===== src/rtl/tsfe_pkg.sv =====
// Shared types and constants for the triangle strip/fan expander.
// Used by every module of the block; depends on nothing.

package tsfe_pkg;

   // Primitive mode codes as written to the mode register.
   localparam logic [1:0] MODE_LIST  = 2'd0;
   localparam logic [1:0] MODE_STRIP = 2'd1;
   localparam logic [1:0] MODE_FAN   = 2'd2;

   // Configuration register indexes.
   localparam logic [1:0] CSR_PRIM_MODE    = 2'd0;
   localparam logic [1:0] CSR_BASE_VERTEX  = 2'd1;
   localparam logic [1:0] CSR_VERTEX_COUNT = 2'd2;

   // Priming phase at which triangles start to come out.
   localparam logic [1:0] PHASE_FULL = 2'd2;

   // One job handed from the classifier to the emitter.
   typedef struct packed {
      logic [31:0] idx0;
      logic [31:0] idx1;
      logic [31:0] idx2;
      logic        triple;   // three results instead of one
      logic        err;      // single error result
   } job_type;

endpackage


===== src/rtl/tsfe_front.sv =====
// Request side: accepts indices, tracks strip/fan state and builds jobs.
// Depends on tsfe_pkg.

module tsfe_front
   import tsfe_pkg::*;
(
   input  logic        clock,
   input  logic        reset,
   input  logic [1:0]  prim_mode,
   input  logic [31:0] vertex_count,
   input  logic        req_fire,
   input  logic [31:0] req_index,
   input  logic        req_last,
   output logic        push,
   output job_type     push_job
);

   logic [31:0] slot_a_ff, slot_a_in;
   logic [31:0] slot_b_ff, slot_b_in;
   logic [1:0]  phase_ff, phase_in;
   logic        odd_ff, odd_in;
   logic        error_latched_ff, error_latched_in;

   // Classify the request and compute the next primitive state.
   always_comb begin
      slot_a_in        = slot_a_ff;
      slot_b_in        = slot_b_ff;
      phase_in         = phase_ff;
      odd_in           = odd_ff;
      error_latched_in = error_latched_ff;
      push             = 1'b0;
      push_job         = '0;
      if (req_fire) begin
         if (error_latched_ff) begin
            push = 1'b0;
         end else if (req_index >= vertex_count || prim_mode > MODE_FAN) begin
            push             = 1'b1;
            push_job.err     = 1'b1;
            error_latched_in = 1'b1;
         end else if (prim_mode == MODE_LIST) begin
            push          = 1'b1;
            push_job.idx0 = req_index;
         end else if (phase_ff != PHASE_FULL) begin
            if (req_last) begin
               // A strip or fan that ends before its third index has no triangle.
               push         = 1'b1;
               push_job.err = 1'b1;
            end else begin
               if (phase_ff == 2'd0) begin
                  slot_a_in = req_index;
               end else begin
                  slot_b_in = req_index;
               end
               phase_in = phase_ff + 2'd1;
               odd_in   = ~odd_ff;
            end
         end else if (prim_mode == MODE_STRIP) begin
            // Odd positions swap the last two corners to keep the winding.
            push            = 1'b1;
            push_job.triple = 1'b1;
            push_job.idx0   = slot_a_ff;
            push_job.idx1   = odd_ff ? req_index : slot_b_ff;
            push_job.idx2   = odd_ff ? slot_b_ff : req_index;
            slot_a_in       = slot_b_ff;
            slot_b_in       = req_index;
            odd_in          = ~odd_ff;
         end else begin
            push            = 1'b1;
            push_job.triple = 1'b1;
            push_job.idx0   = slot_a_ff;
            push_job.idx1   = slot_b_ff;
            push_job.idx2   = req_index;
            slot_b_in       = req_index;
            odd_in          = ~odd_ff;
         end
         // The last index of a primitive returns everything to its start.
         if (req_last) begin
            slot_a_in        = '0;
            slot_b_in        = '0;
            phase_in         = '0;
            odd_in           = 1'b0;
            error_latched_in = 1'b0;
         end
      end
   end

   // Kept indices carry no reset; they are rewritten before they are used.
   always_ff @(posedge clock) begin
      slot_a_ff <= slot_a_in;
      slot_b_ff <= slot_b_in;
   end

   always_ff @(posedge clock) begin
      if (reset) begin
         phase_ff         <= '0;
         odd_ff           <= 1'b0;
         error_latched_ff <= 1'b0;
      end else begin
         phase_ff         <= phase_in;
         odd_ff           <= odd_in;
         error_latched_ff <= error_latched_in;
      end
   end

   // The phase counter saturates at the full state.
   assert property (@(posedge clock) disable iff (reset) phase_ff <= PHASE_FULL)
      else $error("phase counter ran past its full state");

   // A failed primitive produces nothing more, its last index included.
   assert property (@(posedge clock) disable iff (reset) error_latched_ff |-> !push)
      else $error("job pushed while the primitive is in error");

endmodule


===== src/rtl/tsfe_queue.sv =====
// Short job queue between the request side and the result side.
// Depends on tsfe_pkg.

module tsfe_queue
   import tsfe_pkg::*;
#(
   parameter int DEPTH = 2
)
(
   input  logic    clock,
   input  logic    reset,
   input  logic    push,
   input  job_type push_job,
   input  logic    pop,
   output logic    full,
   output logic    head_valid,
   output job_type head_job
);

   localparam int PTR_W = (DEPTH > 1) ? $clog2(DEPTH) : 1;
   localparam int CNT_W = $clog2(DEPTH + 1);
   localparam logic [PTR_W-1:0] PTR_LAST  = PTR_W'(DEPTH - 1);
   localparam logic [CNT_W-1:0] CNT_DEPTH = CNT_W'(DEPTH);

   job_type          entry_ff [DEPTH];
   logic [PTR_W-1:0] wr_ptr_ff, wr_ptr_in;
   logic [PTR_W-1:0] rd_ptr_ff, rd_ptr_in;
   logic [CNT_W-1:0] count_ff, count_in;

   assign full       = (count_ff == CNT_DEPTH);
   assign head_valid = (count_ff != '0);
   assign head_job   = entry_ff[rd_ptr_ff];

   // Pointer and fill-count update.
   always_comb begin
      wr_ptr_in = wr_ptr_ff;
      rd_ptr_in = rd_ptr_ff;
      count_in  = count_ff;
      if (push) begin
         wr_ptr_in = (wr_ptr_ff == PTR_LAST) ? '0 : wr_ptr_ff + PTR_W'(1);
      end
      if (pop) begin
         rd_ptr_in = (rd_ptr_ff == PTR_LAST) ? '0 : rd_ptr_ff + PTR_W'(1);
      end
      case ({push, pop})
         2'b10:   count_in = count_ff + CNT_W'(1);
         2'b01:   count_in = count_ff - CNT_W'(1);
         default: count_in = count_ff;
      endcase
   end

   always_ff @(posedge clock) begin
      if (push) begin
         entry_ff[wr_ptr_ff] <= push_job;
      end
   end

   always_ff @(posedge clock) begin
      if (reset) begin
         wr_ptr_ff <= '0;
         rd_ptr_ff <= '0;
         count_ff  <= '0;
      end else begin
         wr_ptr_ff <= wr_ptr_in;
         rd_ptr_ff <= rd_ptr_in;
         count_ff  <= count_in;
      end
   end

   // No write into a full queue and no read from an empty one.
   assert property (@(posedge clock) disable iff (reset) !(push && full))
      else $error("push into a full job queue");

   assert property (@(posedge clock) disable iff (reset) !(pop && !head_valid))
      else $error("pop from an empty job queue");

endmodule


===== src/rtl/tsfe_back.sv =====
// Result side: expands each job into single-index results, base added except for errors.
// Depends on tsfe_pkg.

module tsfe_back
   import tsfe_pkg::*;
(
   input  logic        clock,
   input  logic        reset,
   input  logic [31:0] base_vertex,
   input  logic        head_valid,
   input  job_type     head_job,
   output logic        pop,
   output logic        rsp_tvalid,
   input  logic        rsp_tready,
   output logic [31:0] rsp_tdata,
   output logic        rsp_tlast,
   output logic        rsp_tuser
);

   logic [1:0]  cnt_ff, cnt_in;
   logic        valid_ff, valid_in;
   logic [31:0] data_ff, data_in;
   logic        last_ff, last_in;
   logic        user_ff, user_in;
   logic        out_free;
   logic        emit;
   logic        job_done;
   logic [31:0] pick;

   assign out_free = !valid_ff || rsp_tready;
   assign emit     = out_free && head_valid;
   assign job_done = head_job.triple ? (cnt_ff == 2'd2) : 1'b1;
   assign pop      = emit && job_done;

   // Pick the corner for the current result slot.
   always_comb begin
      case (cnt_ff)
         2'd0:    pick = head_job.idx0;
         2'd1:    pick = head_job.idx1;
         default: pick = head_job.idx2;
      endcase
   end

   // Load the output register whenever it is free and a job is waiting.
   always_comb begin
      cnt_in   = cnt_ff;
      valid_in = valid_ff;
      data_in  = data_ff;
      last_in  = last_ff;
      user_in  = user_ff;
      if (out_free) begin
         valid_in = head_valid;
      end
      if (emit) begin
         data_in = head_job.err ? '0 : base_vertex + pick;
         last_in = job_done;
         user_in = head_job.err;
         cnt_in  = job_done ? 2'd0 : cnt_ff + 2'd1;
      end
   end

   always_ff @(posedge clock) begin
      data_ff <= data_in;
      last_ff <= last_in;
      user_ff <= user_in;
   end

   always_ff @(posedge clock) begin
      if (reset) begin
         cnt_ff   <= '0;
         valid_ff <= 1'b0;
      end else begin
         cnt_ff   <= cnt_in;
         valid_ff <= valid_in;
      end
   end

   assign rsp_tvalid = valid_ff;
   assign rsp_tdata  = data_ff;
   assign rsp_tlast  = last_ff;
   assign rsp_tuser  = user_ff;

   // An error result is always the sole, final result with a zero index.
   assert property (@(posedge clock) disable iff (reset)
      valid_ff && user_ff |-> last_ff && data_ff == '0)
      else $error("malformed error result");

   // The slot counter only moves past zero inside a three-result job.
   assert property (@(posedge clock) disable iff (reset)
      cnt_ff != 2'd0 |-> head_valid && head_job.triple && cnt_ff != 2'd3)
      else $error("result slot counter out of step with its job");

endmodule


===== src/rtl/triangle_strip_fan_expander.sv =====
// Triangle strip/fan expander: jobs go via the job queue to the output register.
// Results leave at one per cycle while the result side is ready and a job waits;
// a list index gives one result, a strip or fan triangle three, all from the single
// output register fed by the job queue. Priming and ignored indices give no result.
// Synchronous active-high reset clears config, primitive state, queue and output.
// Depends on tsfe_pkg, tsfe_front, tsfe_queue and tsfe_back.

module triangle_strip_fan_expander
   import tsfe_pkg::*;
#(
   parameter int QUEUE_DEPTH = 2
)
(
   input  logic        clock,
   input  logic        reset,
   // Request channel.
   input  logic        req_tvalid,
   output logic        req_tready,
   input  logic [31:0] req_tdata,   // [31:0] index_value
   input  logic        req_tlast,   // last_index
   // Result channel.
   output logic        rsp_tvalid,
   input  logic        rsp_tready,
   output logic [31:0] rsp_tdata,   // [31:0] vertex_index
   output logic        rsp_tlast,   // run_last
   output logic        rsp_tuser,   // [0] range_error
   // Configuration write port.
   input  logic        csr_wr_en,
   input  logic [1:0]  csr_index,
   input  logic [31:0] csr_wdata
);

   logic [1:0]  prim_mode_ff;
   logic [31:0] base_vertex_ff;
   logic [31:0] vertex_count_ff;
   logic        req_fire;
   logic        push;
   logic        pop;
   logic        q_full;
   logic        head_valid;
   job_type     push_job;
   job_type     head_job;

   // Configuration registers.
   always_ff @(posedge clock) begin
      if (reset) begin
         prim_mode_ff    <= MODE_LIST;
         base_vertex_ff  <= '0;
         vertex_count_ff <= '0;
      end else if (csr_wr_en) begin
         case (csr_index)
            CSR_PRIM_MODE:    prim_mode_ff    <= csr_wdata[1:0];
            CSR_BASE_VERTEX:  base_vertex_ff  <= csr_wdata;
            CSR_VERTEX_COUNT: vertex_count_ff <= csr_wdata;
            default:          prim_mode_ff    <= prim_mode_ff;
         endcase
      end
   end

   assign req_tready = !q_full;
   assign req_fire   = req_tvalid && req_tready;

   tsfe_front u_front (
      .clock        (clock),
      .reset        (reset),
      .prim_mode    (prim_mode_ff),
      .vertex_count (vertex_count_ff),
      .req_fire     (req_fire),
      .req_index    (req_tdata),
      .req_last     (req_tlast),
      .push         (push),
      .push_job     (push_job)
   );

   tsfe_queue #(
      .DEPTH (QUEUE_DEPTH)
   ) u_queue (
      .clock      (clock),
      .reset      (reset),
      .push       (push),
      .push_job   (push_job),
      .pop        (pop),
      .full       (q_full),
      .head_valid (head_valid),
      .head_job   (head_job)
   );

   tsfe_back u_back (
      .clock       (clock),
      .reset       (reset),
      .base_vertex (base_vertex_ff),
      .head_valid  (head_valid),
      .head_job    (head_job),
      .pop         (pop),
      .rsp_tvalid  (rsp_tvalid),
      .rsp_tready  (rsp_tready),
      .rsp_tdata   (rsp_tdata),
      .rsp_tlast   (rsp_tlast),
      .rsp_tuser   (rsp_tuser)
   );

endmodule


===== config.mk =====
export PLATFORM = sky130hd
export DESIGN_NAME = triangle_strip_fan_expander
export DESIGN_NICKNAME = d
export VERILOG_FILES = /design/src/rtl/tsfe_pkg.sv /design/src/rtl/tsfe_front.sv /design/src/rtl/tsfe_queue.sv /design/src/rtl/tsfe_back.sv /design/src/rtl/triangle_strip_fan_expander.sv
export SDC_FILE = /design/constraint.sdc
export NUM_CORES = 1
export LEC_CHECK = 0
export ABC_CLOCK_PERIOD_IN_PS = 19000
export BUFFER_PORTS_ARGS = -buffer_cell sky130_fd_sc_hd__buf_2
export CELL_PAD_IN_SITES_DETAIL_PLACEMENT = 1
export CELL_PAD_IN_SITES_GLOBAL_PLACEMENT = 2
export CORE_MARGIN = 1.5
export CORE_UTILIZATION = 46
export CTS_BUF_LIST = sky130_fd_sc_hd__clkbuf_8
export DETAILED_ROUTE_END_ITERATION = 8
export PLACE_DENSITY_LB_ADDON = 0.1
export RECOVER_POWER = 50
export SLEW_MARGIN = 20
export SYNTH_ARGS = -nofsm -noshare
export SYNTH_HDL_FRONTEND = slang
export SYNTH_HIERARCHICAL = 1
export SYNTH_SLANG_ARGS = --single-unit

===== constraint.sdc =====
create_clock -name clock -period 19 [get_ports clock]
set_clock_uncertainty 0.2 [all_clocks]
set_input_delay 1.9 -clock clock [delete_from_list [all_inputs] [get_ports clock]]
set_output_delay 1.9 -clock clock [all_outputs]
set_load 0.02 [all_outputs]

-- Word-level counts from Yosys, hierarchy flattened
Memory sizes are Yosys's and may differ from the RTL's. A register that Yosys moved wholly into a read port is not among the register bits.
Index checks and enable logic that the tools add are counted.
Widths: inputs -> output; s select.
- bits in registers: 175
- memory bits (writable): 196
- input port bits: 72
- output and inout bits: 36
- logic and storage cells: 113
- memories kept: 1
- add/subtract/negate cells: 7
- magnitude comparators: 2
- equality and inequality tests: 14
- multiplexer cells: 50
- bitwise operators: 1
- reductions and logical operators: 22
- memories (name ; depth ; bits a word ; rd ports ; clocked after memory_dff ; write ports ; RTL line ; source):
    u_queue.entry_ff ; 2 ; 98 ; 1 ; 1 ; 1 ; tsfe_queue.sv:25 ; job_type entry_ff [DEPTH];
- operators with widths (operator ; count):
    $mux 32 ; 14
    $mux 98 ; 2
    $mux 97 ; 2
    $mux 66 ; 1
    $mux 65 ; 1
    $pmux 32 s2 ; 1
    $add 32x32->32 ; 1
    $ge 32x32->1 ; 1
    $mux 1 ; 22
    $mux 2 ; 6
    $reduce_and 5->1 ; 2
    $eq 2x1->1 const B ; 4
    $eq 2x2->1 const B ; 4
    $logic_not 2->1 ; 4
    $ne 2x2->1 const B ; 4
    $add 2x1->2 const B ; 3
    $ne 3x3->1 const B ; 2
    $reduce_and 2->1 ; 3
    $reduce_and 6->1 ; 1
    $reduce_bool 2->1 ; 3
    $pmux 2 s2 ; 1
    $reduce_and 4->1 ; 1
    $logic_and 1x1->1 ; 3
    $reduce_bool 3->1 ; 1
    6 further kinds ; 9

-- Depth between registers and ports, before layout
Gate-level depths: netlist of run 1.
- depth in word-level cells: 8
- mapped depth: 16
- mapped depth without buffers: 14

-- Cells and area by module
Netlist of run 1, hierarchy kept.
- by module, submodules not included (module ; times used ; cells an instance ; area each (um^2) ; seq. area each (um^2)):
    tsfe_queue ; 1 ; 327 ; 7284.5 ; 5985.7
    tsfe_front ; 1 ; 633 ; 5118.7 ; 2001.9
    tsfe_back ; 1 ; 466 ; 3802.4 ; 1081.0
    triangle_strip_fan_expander ; 1 ; 255 ; 2780.2 ; 1321.3

-- Least setup slack after synthesis of run 1
Ideal clock, no wire load.
- path kind: input to register
- start point: input port req_tdata[15]
- end point: memory u_queue/entry_ff[0][0] (netlist bit) (enable)
- library setup time: 0.555 ns
- arrival: 7.896 ns
- required time: 18.245 ns
- slack: 10.349 ns
- cell stages on the path: 9
- buffers on the path: 0
- cell sequence: ha_1 > nand4_1 > nor3_1 > or4b_1 > a311oi_2 > nor2_1 > a21oi_1 > inv_1 > nor2_1
- longest elaborated chain between the ends: 7
- ends and longest elaborated chain (element ; RTL line ; source):
    start, declared ; triangle_strip_fan_expander.sv:19 ; input logic [31:0] req_tdata,
    $ge 32x32->1 ; tsfe_front.sv:36 ; end else if (req_index >= vertex_count || prim_mode > MODE_FAN) begin
    $logic_or 1x1->1 ; tsfe_front.sv:36 ;
    $mux 1 ; tsfe_front.sv:36 ;
    $mux 1 ; tsfe_front.sv:34 ; if (error_latched_ff) begin
    $mux 1 ; tsfe_front.sv:33 ; if (req_fire) begin
    net push ; triangle_strip_fan_expander.sv:37 ; logic push;
    $mux 1 ; tsfe_queue.sv:53 ; if (push) begin
    $mux 1 (not written as such) ; tsfe_queue.sv:54 ; entry_ff[wr_ptr_ff] <= push_job;
    end, declared ; tsfe_queue.sv:25 ;
The timed path passes the listed nets, and every way through them passes these cells.

==> metrics.txt, run 1 <==
# TYPE chip_impl_metric gauge
chip_impl_info{name="run_status",value="finished, violations left"} 1
chip_impl_info{name="failed_checks",value="max-capacitance violations, max-slew violations"} 1
chip_impl_metric{name="timing.final.hold_violations",unit=""} 0
chip_impl_info{name="hold_class",value="flip-flop to flip-flop"} 1
chip_impl_metric{name="std_cell_rows",unit=""} 74
chip_impl_metric{name="maximum_number_of_pins_on_one_net_before_global_route_repair",unit=""} 95
chip_impl_metric{name="yosys_warnings",unit=""} 6
chip_impl_metric{name="cts.hold.buffers_added",unit=""} 0
chip_impl_metric{name="synth_edf_count",unit=""} 294
chip_impl_metric{name="post_cts_resized",unit=""} 0
chip_impl_metric{name="design_power_total",unit="mW"} 2.75
chip_impl_metric{name="drt_pass1_iterations",unit=""} 5
chip_impl_metric{name="dieArea",unit="mm^2"} 0.0425
chip_impl_metric{name="finalNetCount",unit=""} 1932
chip_impl_metric{name="synth-xor-area-share",unit=""} 0.00738
chip_impl_metric{name="h_tree_lvl_count",unit=""} 3
chip_impl_info{name="synth_top_area_cell",value="edfxtp_1"} 1
chip_impl_info{name="grt_most_used_layer",value="met2"} 1
chip_impl_metric{name="post-dp-hpwl",unit="mm"} 35.9
chip_impl_metric{name="worst_slew_pin_slew",unit="ps"} 3280
chip_impl_metric{name="slew-limit-headroom",unit=""} -1.18
chip_impl_info{name="ys.flop_type",value="edfxtp_1"} 1
chip_impl_metric{name="min_path_cells",unit=""} 2
chip_impl_metric{name="yosysTopAreaCellShare",unit=""} 0.465
chip_impl_metric{name="cts.repair_timing.setup_buffer_count",unit=""} 0
chip_impl_metric{name="final.fill_count",unit=""} 4414
chip_impl_metric{name="grt_overflow",unit=""} 0
chip_impl_metric{name="drive_gt1_frac",unit=""} 0.158
chip_impl_metric{name="worstPathRequired",unit="ps"} 19160
chip_impl_metric{name="timing.critical_path.arrival",unit="ps"} 8900
chip_impl_metric{name="clock_sink_count",unit=""} 372
chip_impl_metric{name="globalRouteMet1Util",unit=""} 0.332
chip_impl_metric{name="wirelength",unit="mm"} 54.6
chip_impl_metric{name="timing_max_transition_violations_final",unit=""} 393
chip_impl_metric{name="path_clk_slew",unit="ps"} 60
chip_impl_metric{name="fin_crit_period",unit="ps"} 8730
chip_impl_metric{name="ir_drop",unit="mV"} 0.0683
chip_impl_metric{name="synthesized_area_divided_by_synthesized_cell_count",unit="um^2"} 11.3
chip_impl_info{name="tritoncts",value="yes"} 1
chip_impl_metric{name="detailroute.via_count",unit=""} 13400
chip_impl_metric{name="power.static_leakage",unit="nW"} 7.95
chip_impl_metric{name="area.sequential",unit="mm^2"} 0.0104
chip_impl_info{name="clockRootBuffer",value="clkbuf_8"} 1
chip_impl_metric{name="via_per_inst",unit=""} 5.63
chip_impl_metric{name="ys_ff_latch",unit=""} 372
chip_impl_info{name="criticalPathCategory",value="flip-flop to flip-flop"} 1
chip_impl_info{name="hold_path.startpoint",value="vertex_count_ff[28]"} 1
chip_impl_metric{name="first_global_vias",unit=""} 14000
chip_impl_info{name="most_used_cells_in_the_layout_excluding_fill_and_tap_cells",value="edfxtp_1, nand2_1, a21oi_1, nor2_1, nand2b_1"} 1
chip_impl_metric{name="cts_inserted_buffers",unit=""} 69
chip_impl_metric{name="synthesis.area",unit="mm^2"} 0.0190
chip_impl_metric{name="async_flop_share",unit=""} 0
chip_impl_metric{name="groute.layer.met3.usage",unit=""} 0.0434
chip_impl_info{name="combinational_family_with_the_most_area_after_synthesis",value="simple AND/OR/NAND/NOR gates"} 1
chip_impl_metric{name="dieHeight",unit="um"} 206
chip_impl_metric{name="grt_pass1_wl",unit="mm"} 82.8
chip_impl_metric{name="synth_compound_gate_area_share",unit=""} 0.0976
chip_impl_metric{name="place.port_buffers",unit=""} 107
chip_impl_info{name="critical_path.reg2reg.endpoint",value="u_back/rsp_tdata[26]"} 1
chip_impl_metric{name="yosys.cell_types.count",unit=""} 75
chip_impl_metric{name="number_of_antenna_violations_at_the_first_check_in_global_routing",unit=""} 3
chip_impl_metric{name="timing.max_cap.violations",unit=""} 9
chip_impl_metric{name="drt_iter0_markers",unit=""} 745
chip_impl_info{name="setup_repair_after_global_routing_missed_its_margin",value="false"} 1
chip_impl_metric{name="clock_latency",unit="ps"} 620
chip_impl_metric{name="grt_use_total",unit=""} 0.262
chip_impl_metric{name="area_occupied_by_multi_input_gates",unit="mm^2"} 0.00787
chip_impl_metric{name="sequential_cell_area_fraction_in_the_yosys_report",unit=""} 0.547
chip_impl_metric{name="setup_violations",unit=""} 0
chip_impl_metric{name="r2r_cells",unit=""} 13
chip_impl_info{name="synth_top_cells_by_area",value="edfxtp_1, dfxtp_1, mux2_2, mux2i_1, ha_1"} 1
chip_impl_metric{name="timing.reg2reg.setup_slack",unit="ps"} 10270
chip_impl_metric{name="post-route-period-util",unit=""} 0.460
chip_impl_metric{name="clk_path_buf_depth",unit=""} 3
chip_impl_metric{name="gp_routability_congestion",unit=""} 0.858
chip_impl_metric{name="drtAntennaViolNets",unit=""} 0
chip_impl_metric{name="syn_to_final_growth",unit="%"} 10.9
chip_impl_metric{name="critical_path_maximum_fanout",unit=""} 50
chip_impl_metric{name="layoutNonFillerInstCount",unit=""} 2376
chip_impl_info{name="worstHoldEndpoint",value="vertex_count_ff[28]"} 1
chip_impl_metric{name="synthesized_nets",unit=""} 1826
chip_impl_info{name="layout_commonest_cell",value="edfxtp_1"} 1
chip_impl_metric{name="die_width",unit="um"} 206
chip_impl_metric{name="setup_total_negative_slack",unit="ps"} 0
chip_impl_metric{name="floorplan.initialDensity",unit=""} 0.466
chip_impl_metric{name="core_area",unit="mm^2"} 0.0407
chip_impl_info{name="cp-start-kind",value="flip-flop"} 1
chip_impl_metric{name="synthAdderAreaFrac",unit=""} 0.0485
chip_impl_metric{name="cellPowerDensity",unit="mW/mm^2"} 131
chip_impl_metric{name="placedCellCount",unit=""} 2248
chip_impl_metric{name="postSynthCellCount",unit=""} 1681
chip_impl_metric{name="design.portCount",unit=""} 108
chip_impl_metric{name="synthSimpleGateAreaFrac",unit=""} 0.148
chip_impl_metric{name="drt-wirelength-per-cell",unit="um"} 23.0
chip_impl_metric{name="clock.fmax",unit="MHz"} 115
chip_impl_info{name="critPathCaptureType",value="flip-flop"} 1
chip_impl_metric{name="groute.layer.met2.usage",unit=""} 0.438
chip_impl_metric{name="yosys-mux-area-fraction",unit=""} 0.116
chip_impl_metric{name="route.detailed.drc",unit=""} 0
[layer usage]
metal  wire [um]  part of all wire
met5          26           0.00048
met4        2330             0.043
met3        2150             0.039
met2       26600              0.49
met1       23500              0.43
[state kept, by name, indices dropped and copies added, names as in the netlist, named ones only]
| name | cells |
|---|---|
| u_front/slot_a_ff | 32 |
| u_front/error_latched_ff | 1 |
| u_queue/entry_ff | 196 |
| u_back/rsp_tdata | 32 |
| u_back/rsp_tuser | 1 |
| u_back/rsp_tvalid | 1 |
| base_vertex_ff | 32 |
| vertex_count_ff | 32 |
| u_queue/wr_ptr_ff | 1 |
| u_queue/rd_ptr_ff | 1 |
| u_front/odd_ff | 1 |
| u_queue/count_ff | 2 |
| u_front/phase_ff | 2 |
| prim_mode_ff | 2 |
| u_back/cnt_ff | 2 |
| u_back/rsp_tlast | 1 |
| u_front/slot_b_ff | 32 |
[worst max-delay path, cell delays in order, from the launching register on]
cell and delay (ps):
dfxtp_1 1940, clkbuf_1 2260, mux2_2 490, a22oi_1 200
nand2_1 160, ha_1 280, inv_1 90, fa_1 190
nor2b_1 90, o31a_4 300, o311ai_0 1080, a21oi_1 470
a31oi_1 340, mux2_2 370
[kinds of logic (layout without fill, tap and decap cells)]
group / after synthesis / in the layout
mux: 205 / 205
flops: 372 / 372
other cells: 0 / 1
buf+inv: 145 / 307
fa+ha+maj: 73 / 73
compound gates: 286 / 286
simple gates: 584 / 584
xor+xnor: 16 / 16
[synthesized netlist by cell type, types with 9 or more instances]
master and instances:
a21o_1 10, a21oi_1 119, a22oi_1 61, buf_2 13, buf_4 9, clkbuf_1 57, dfxtp_1 78, edfxtp_1 294
ha_1 72, inv_1 54, mux2_2 101, mux2i_1 98, nand2_1 234, nand2b_1 104, nand4_1 15, nor2_1 122
nor2b_1 42, nor3_1 18, o21a_1 11, o21ai_0 33, xnor2_1 12
[through the flow]
step / hold WS (ps) / utilization / worst slack, ps / instance area, um^2
6_report: 276 / 0.517 / 10270 / 21000
5_1_grt: 293 / 0.517 / 9620 / 21000
4_1_cts: 283 / 0.520 / 13350 / 21200
3_5_place_dp: 271 / 0.488 / 12700 / 19900
3_3_place_gp: 262 / 0.488 / 12740 / 19900
2_1_floorplan: 249 / - / 10350 / 19000
[layout make-up]
cell class | count | share of cell area
Antenna cell | 1 | 0.000119
Inverter | 54 | 0.00963
Clock buffer | 76 | 0.0497
Timing Repair Buffer | 126 | 0.0290
Tap cell | 532 | 0.0316
Sequential cell | 372 | 0.494
Multi-Input combinational cell | 1164 | 0.374
Clock inverter | 51 | 0.0126
[where the power goes]
part           internal [mW]  leakage (nW)  switching, mW
Sequential              1.06          3.49         0.0606
Combinational          0.315          3.69          0.571
Clock                  0.395         0.757          0.348
[worst max path at each step]
stage	slack, ps	cells past startpoint	to	start
after floorplan	10350	9	u_queue/entry_ff[0][0]	req_tdata[15]
after global placement	12740	10	u_queue/entry_ff[1][93]	req_tdata[15]
after detailed placement	12700	10	u_queue/entry_ff[1][93]	req_tdata[15]
after CTS	13350	10	u_queue/entry_ff[1][64]	req_tdata[15]
after global routing	9620	13	u_back/rsp_tdata[26]	flip-flop
final	10270	13	u_back/rsp_tdata[26]	flip-flop
Power figures use the tool's default switching activity.
==> run 2, diff against run 1 <==
ABC_CLOCK_PERIOD_IN_PS = 7870   (was 19000)
CORE_UTILIZATION = 39   (was 46)
clock period = 7.87 ns   (was 19 ns; I/O delays follow)
==> run 2 against run 1 <==
Cell area up 0.67%. Largest power group unchanged. Largest cell class unchanged. The flow still finishes with violations (max-capacitance violations, max-slew violations). Clock-buffer cell count up 1. Critical endpoint unchanged. Via count down 0.80%.
==> metrics.txt, run 2 (same netlist as run 1, synthesis figures left out) <==
# TYPE chip_impl_metric gauge
chip_impl_info{name="run_status",value="finished, violations left"} 1
chip_impl_info{name="failed_checks",value="max-capacitance violations, max-slew violations"} 1
chip_impl_metric{name="area.sequential",unit="mm^2"} 0.0104
chip_impl_metric{name="post-route-period-util",unit=""} 0.723
chip_impl_metric{name="gp_routability_congestion",unit=""} 0.793
chip_impl_metric{name="core_area",unit="mm^2"} 0.0478
chip_impl_metric{name="clk_path_buf_depth",unit=""} 3
chip_impl_metric{name="post-dp-hpwl",unit="mm"} 37.6
chip_impl_metric{name="fin_crit_period",unit="ps"} 5690
chip_impl_info{name="criticalPathCategory",value="flip-flop to flip-flop"} 1
chip_impl_metric{name="cellPowerDensity",unit="mW/mm^2"} 310
chip_impl_info{name="tritoncts",value="yes"} 1
chip_impl_metric{name="route.detailed.drc",unit=""} 0
chip_impl_metric{name="finalNetCount",unit=""} 1933
chip_impl_metric{name="h_tree_lvl_count",unit=""} 3
chip_impl_metric{name="ir_drop",unit="mV"} 0.115
chip_impl_metric{name="post_cts_resized",unit=""} 0
chip_impl_metric{name="timing.critical_path.arrival",unit="ps"} 5860
chip_impl_metric{name="syn_to_final_growth",unit="%"} 11.6
chip_impl_metric{name="place.port_buffers",unit=""} 107
chip_impl_info{name="reg_with_most_ffs",value="u_queue/entry_ff"} 1
chip_impl_metric{name="drive_gt1_frac",unit=""} 0.162
chip_impl_metric{name="clock.fmax",unit="MHz"} 176
chip_impl_metric{name="setup_violations",unit=""} 0
chip_impl_metric{name="path_clk_slew",unit="ps"} 60
chip_impl_metric{name="power.static_leakage",unit="nW"} 7.99
chip_impl_metric{name="drt_pass1_iterations",unit=""} 4
chip_impl_metric{name="wirelength",unit="mm"} 55.4
chip_impl_info{name="hold_class",value="input pin to flip-flop"} 1
chip_impl_info{name="critPathCaptureType",value="flip-flop"} 1
chip_impl_metric{name="drt_iter0_markers",unit=""} 632
chip_impl_metric{name="number_of_antenna_violations_at_the_first_check_in_global_routing",unit=""} 4
chip_impl_metric{name="cts_inserted_buffers",unit=""} 70
chip_impl_metric{name="drtAntennaViolNets",unit=""} 0
chip_impl_metric{name="timing.final.hold_violations",unit=""} 0
chip_impl_metric{name="holdWs",unit="ps"} 262
chip_impl_metric{name="design.portCount",unit=""} 108
chip_impl_info{name="layout_commonest_cell",value="edfxtp_1"} 1
chip_impl_metric{name="std_cell_rows",unit=""} 80
chip_impl_metric{name="area_occupied_by_multi_input_gates",unit="mm^2"} 0.00794
chip_impl_metric{name="dieHeight",unit="um"} 224
chip_impl_metric{name="clock_sink_count",unit=""} 372
chip_impl_metric{name="worstPathRequired",unit="ps"} 8040
chip_impl_metric{name="first_global_vias",unit=""} 13900
chip_impl_info{name="clockRootBuffer",value="clkbuf_8"} 1
chip_impl_metric{name="timing.max_cap.violations",unit=""} 9
chip_impl_metric{name="grt_overflow",unit=""} 0
chip_impl_metric{name="grt_use_total",unit=""} 0.224
chip_impl_metric{name="via_per_inst",unit=""} 5.40
chip_impl_metric{name="design_power_total",unit="mW"} 6.56
chip_impl_info{name="most_used_cells_in_the_layout_excluding_fill_and_tap_cells",value="edfxtp_1, nand2_1, a21oi_1, nor2_1, nand2b_1"} 1
chip_impl_metric{name="timing_max_transition_violations_final",unit=""} 394
chip_impl_metric{name="largest_reg_flops",unit=""} 196
chip_impl_metric{name="drt-wirelength-per-cell",unit="um"} 22.6
chip_impl_metric{name="slew-limit-headroom",unit=""} -1.22
chip_impl_metric{name="dieArea",unit="mm^2"} 0.0500
chip_impl_metric{name="worst_slew_pin_slew",unit="ps"} 3340
chip_impl_metric{name="cts.repair_timing.setup_buffer_count",unit=""} 0
chip_impl_metric{name="final.fill_count",unit=""} 5215
chip_impl_info{name="cp-start-kind",value="flip-flop"} 1
chip_impl_metric{name="detailroute.via_count",unit=""} 13300
chip_impl_metric{name="maximum_number_of_pins_on_one_net_before_global_route_repair",unit=""} 77
chip_impl_metric{name="die_width",unit="um"} 224
chip_impl_metric{name="clock_latency",unit="ps"} 620
chip_impl_metric{name="setup_total_negative_slack",unit="ps"} 0
chip_impl_metric{name="cts.hold.buffers_added",unit=""} 0
chip_impl_metric{name="critical_path_maximum_fanout",unit=""} 34
chip_impl_metric{name="grt_pass1_wl",unit="mm"} 84.0
chip_impl_metric{name="floorplan.initialDensity",unit=""} 0.397
chip_impl_info{name="setup_repair_after_global_routing_missed_its_margin",value="false"} 1
[run 2: cell count changes in the layout (fill, tap and decap cells not counted), moves of 2 or more]
cell | previous run | this run
bufinv_16 | 2 | 0
clkinv_2 | 4 | 2
clkinv_1 | 15 | 5
buf_2 | 68 | 70
buf_12 | 0 | 2
clkbuf_1 | 44 | 41
inv_1 | 80 | 88
[run 2: worst paths after layout]
check / cells past startpoint / start / to / slack [ps]
setup / recovery: 13 / flip-flop / u_back/rsp_tdata[26] / 2180
hold / removal: 3 / csr_wdata[6] / vertex_count_ff[6] / 260
setup reg to reg: 13 / flip-flop / u_back/rsp_tdata[26] / 2180
hold reg to reg: 2 / vertex_count_ff[27] / vertex_count_ff[27] / 270
[run 2: power breakdown]
part           switching [mW]  internal [mW]  leakage, nW  total, mW
combinational            1.41          0.757         3.73       2.16
clock                   0.813          0.892        0.760       1.71
sequential              0.137           2.56         3.49       2.69
total                    2.36           4.21         7.99       6.56
[run 2: through the flow]
step | area, um^2 | util | cells | worst slack (ps)
6_report | 21200 | 0.443 | 2454 | 2180
5_1_grt | 21200 | 0.443 | 2454 | 1860
4_1_cts | 21300 | 0.444 | 2453 | 2850
3_5_place_dp | 20000 | 0.418 | 2331 | 2800
3_3_place_gp | 20000 | 0.418 | 2330 | 2720
2_1_floorplan | 19000 | - | 1681 | 332
[run 2: cell type report]
cell class / instances / area share
Sequential cell: 372 / 0.490
Multi-Input combinational cell: 1164 / 0.375
Clock buffer: 77 / 0.0500
Tap cell: 615 / 0.0363
Timing Repair Buffer: 126 / 0.0303
Inverter: 54 / 0.00957
Clock inverter: 45 / 0.00880
Antenna cell: 1 / 0.000118
[run 2: metal layers]
metal,GRT usage,routed length [um],up-vias
met5,0,28,-
met3,0.0420,2170,87
met1,0.282,23800,6644
li1,-,-,6257
met2,0.382,27600,264
met4,0.0852,1810,6
[run 2: worst max-delay path, stage by stage (launching register included)]
cell and delay (ps):
dfxtp_1 1580, buf_4 640, mux2_2 400, a22oi_1 270, nand2_1 120, ha_1 240, inv_1 80, fa_1 240
nor2b_4 60, o31a_4 300, o311ai_4 400, a21oi_2 210, a31oi_1 280, mux2_2 360
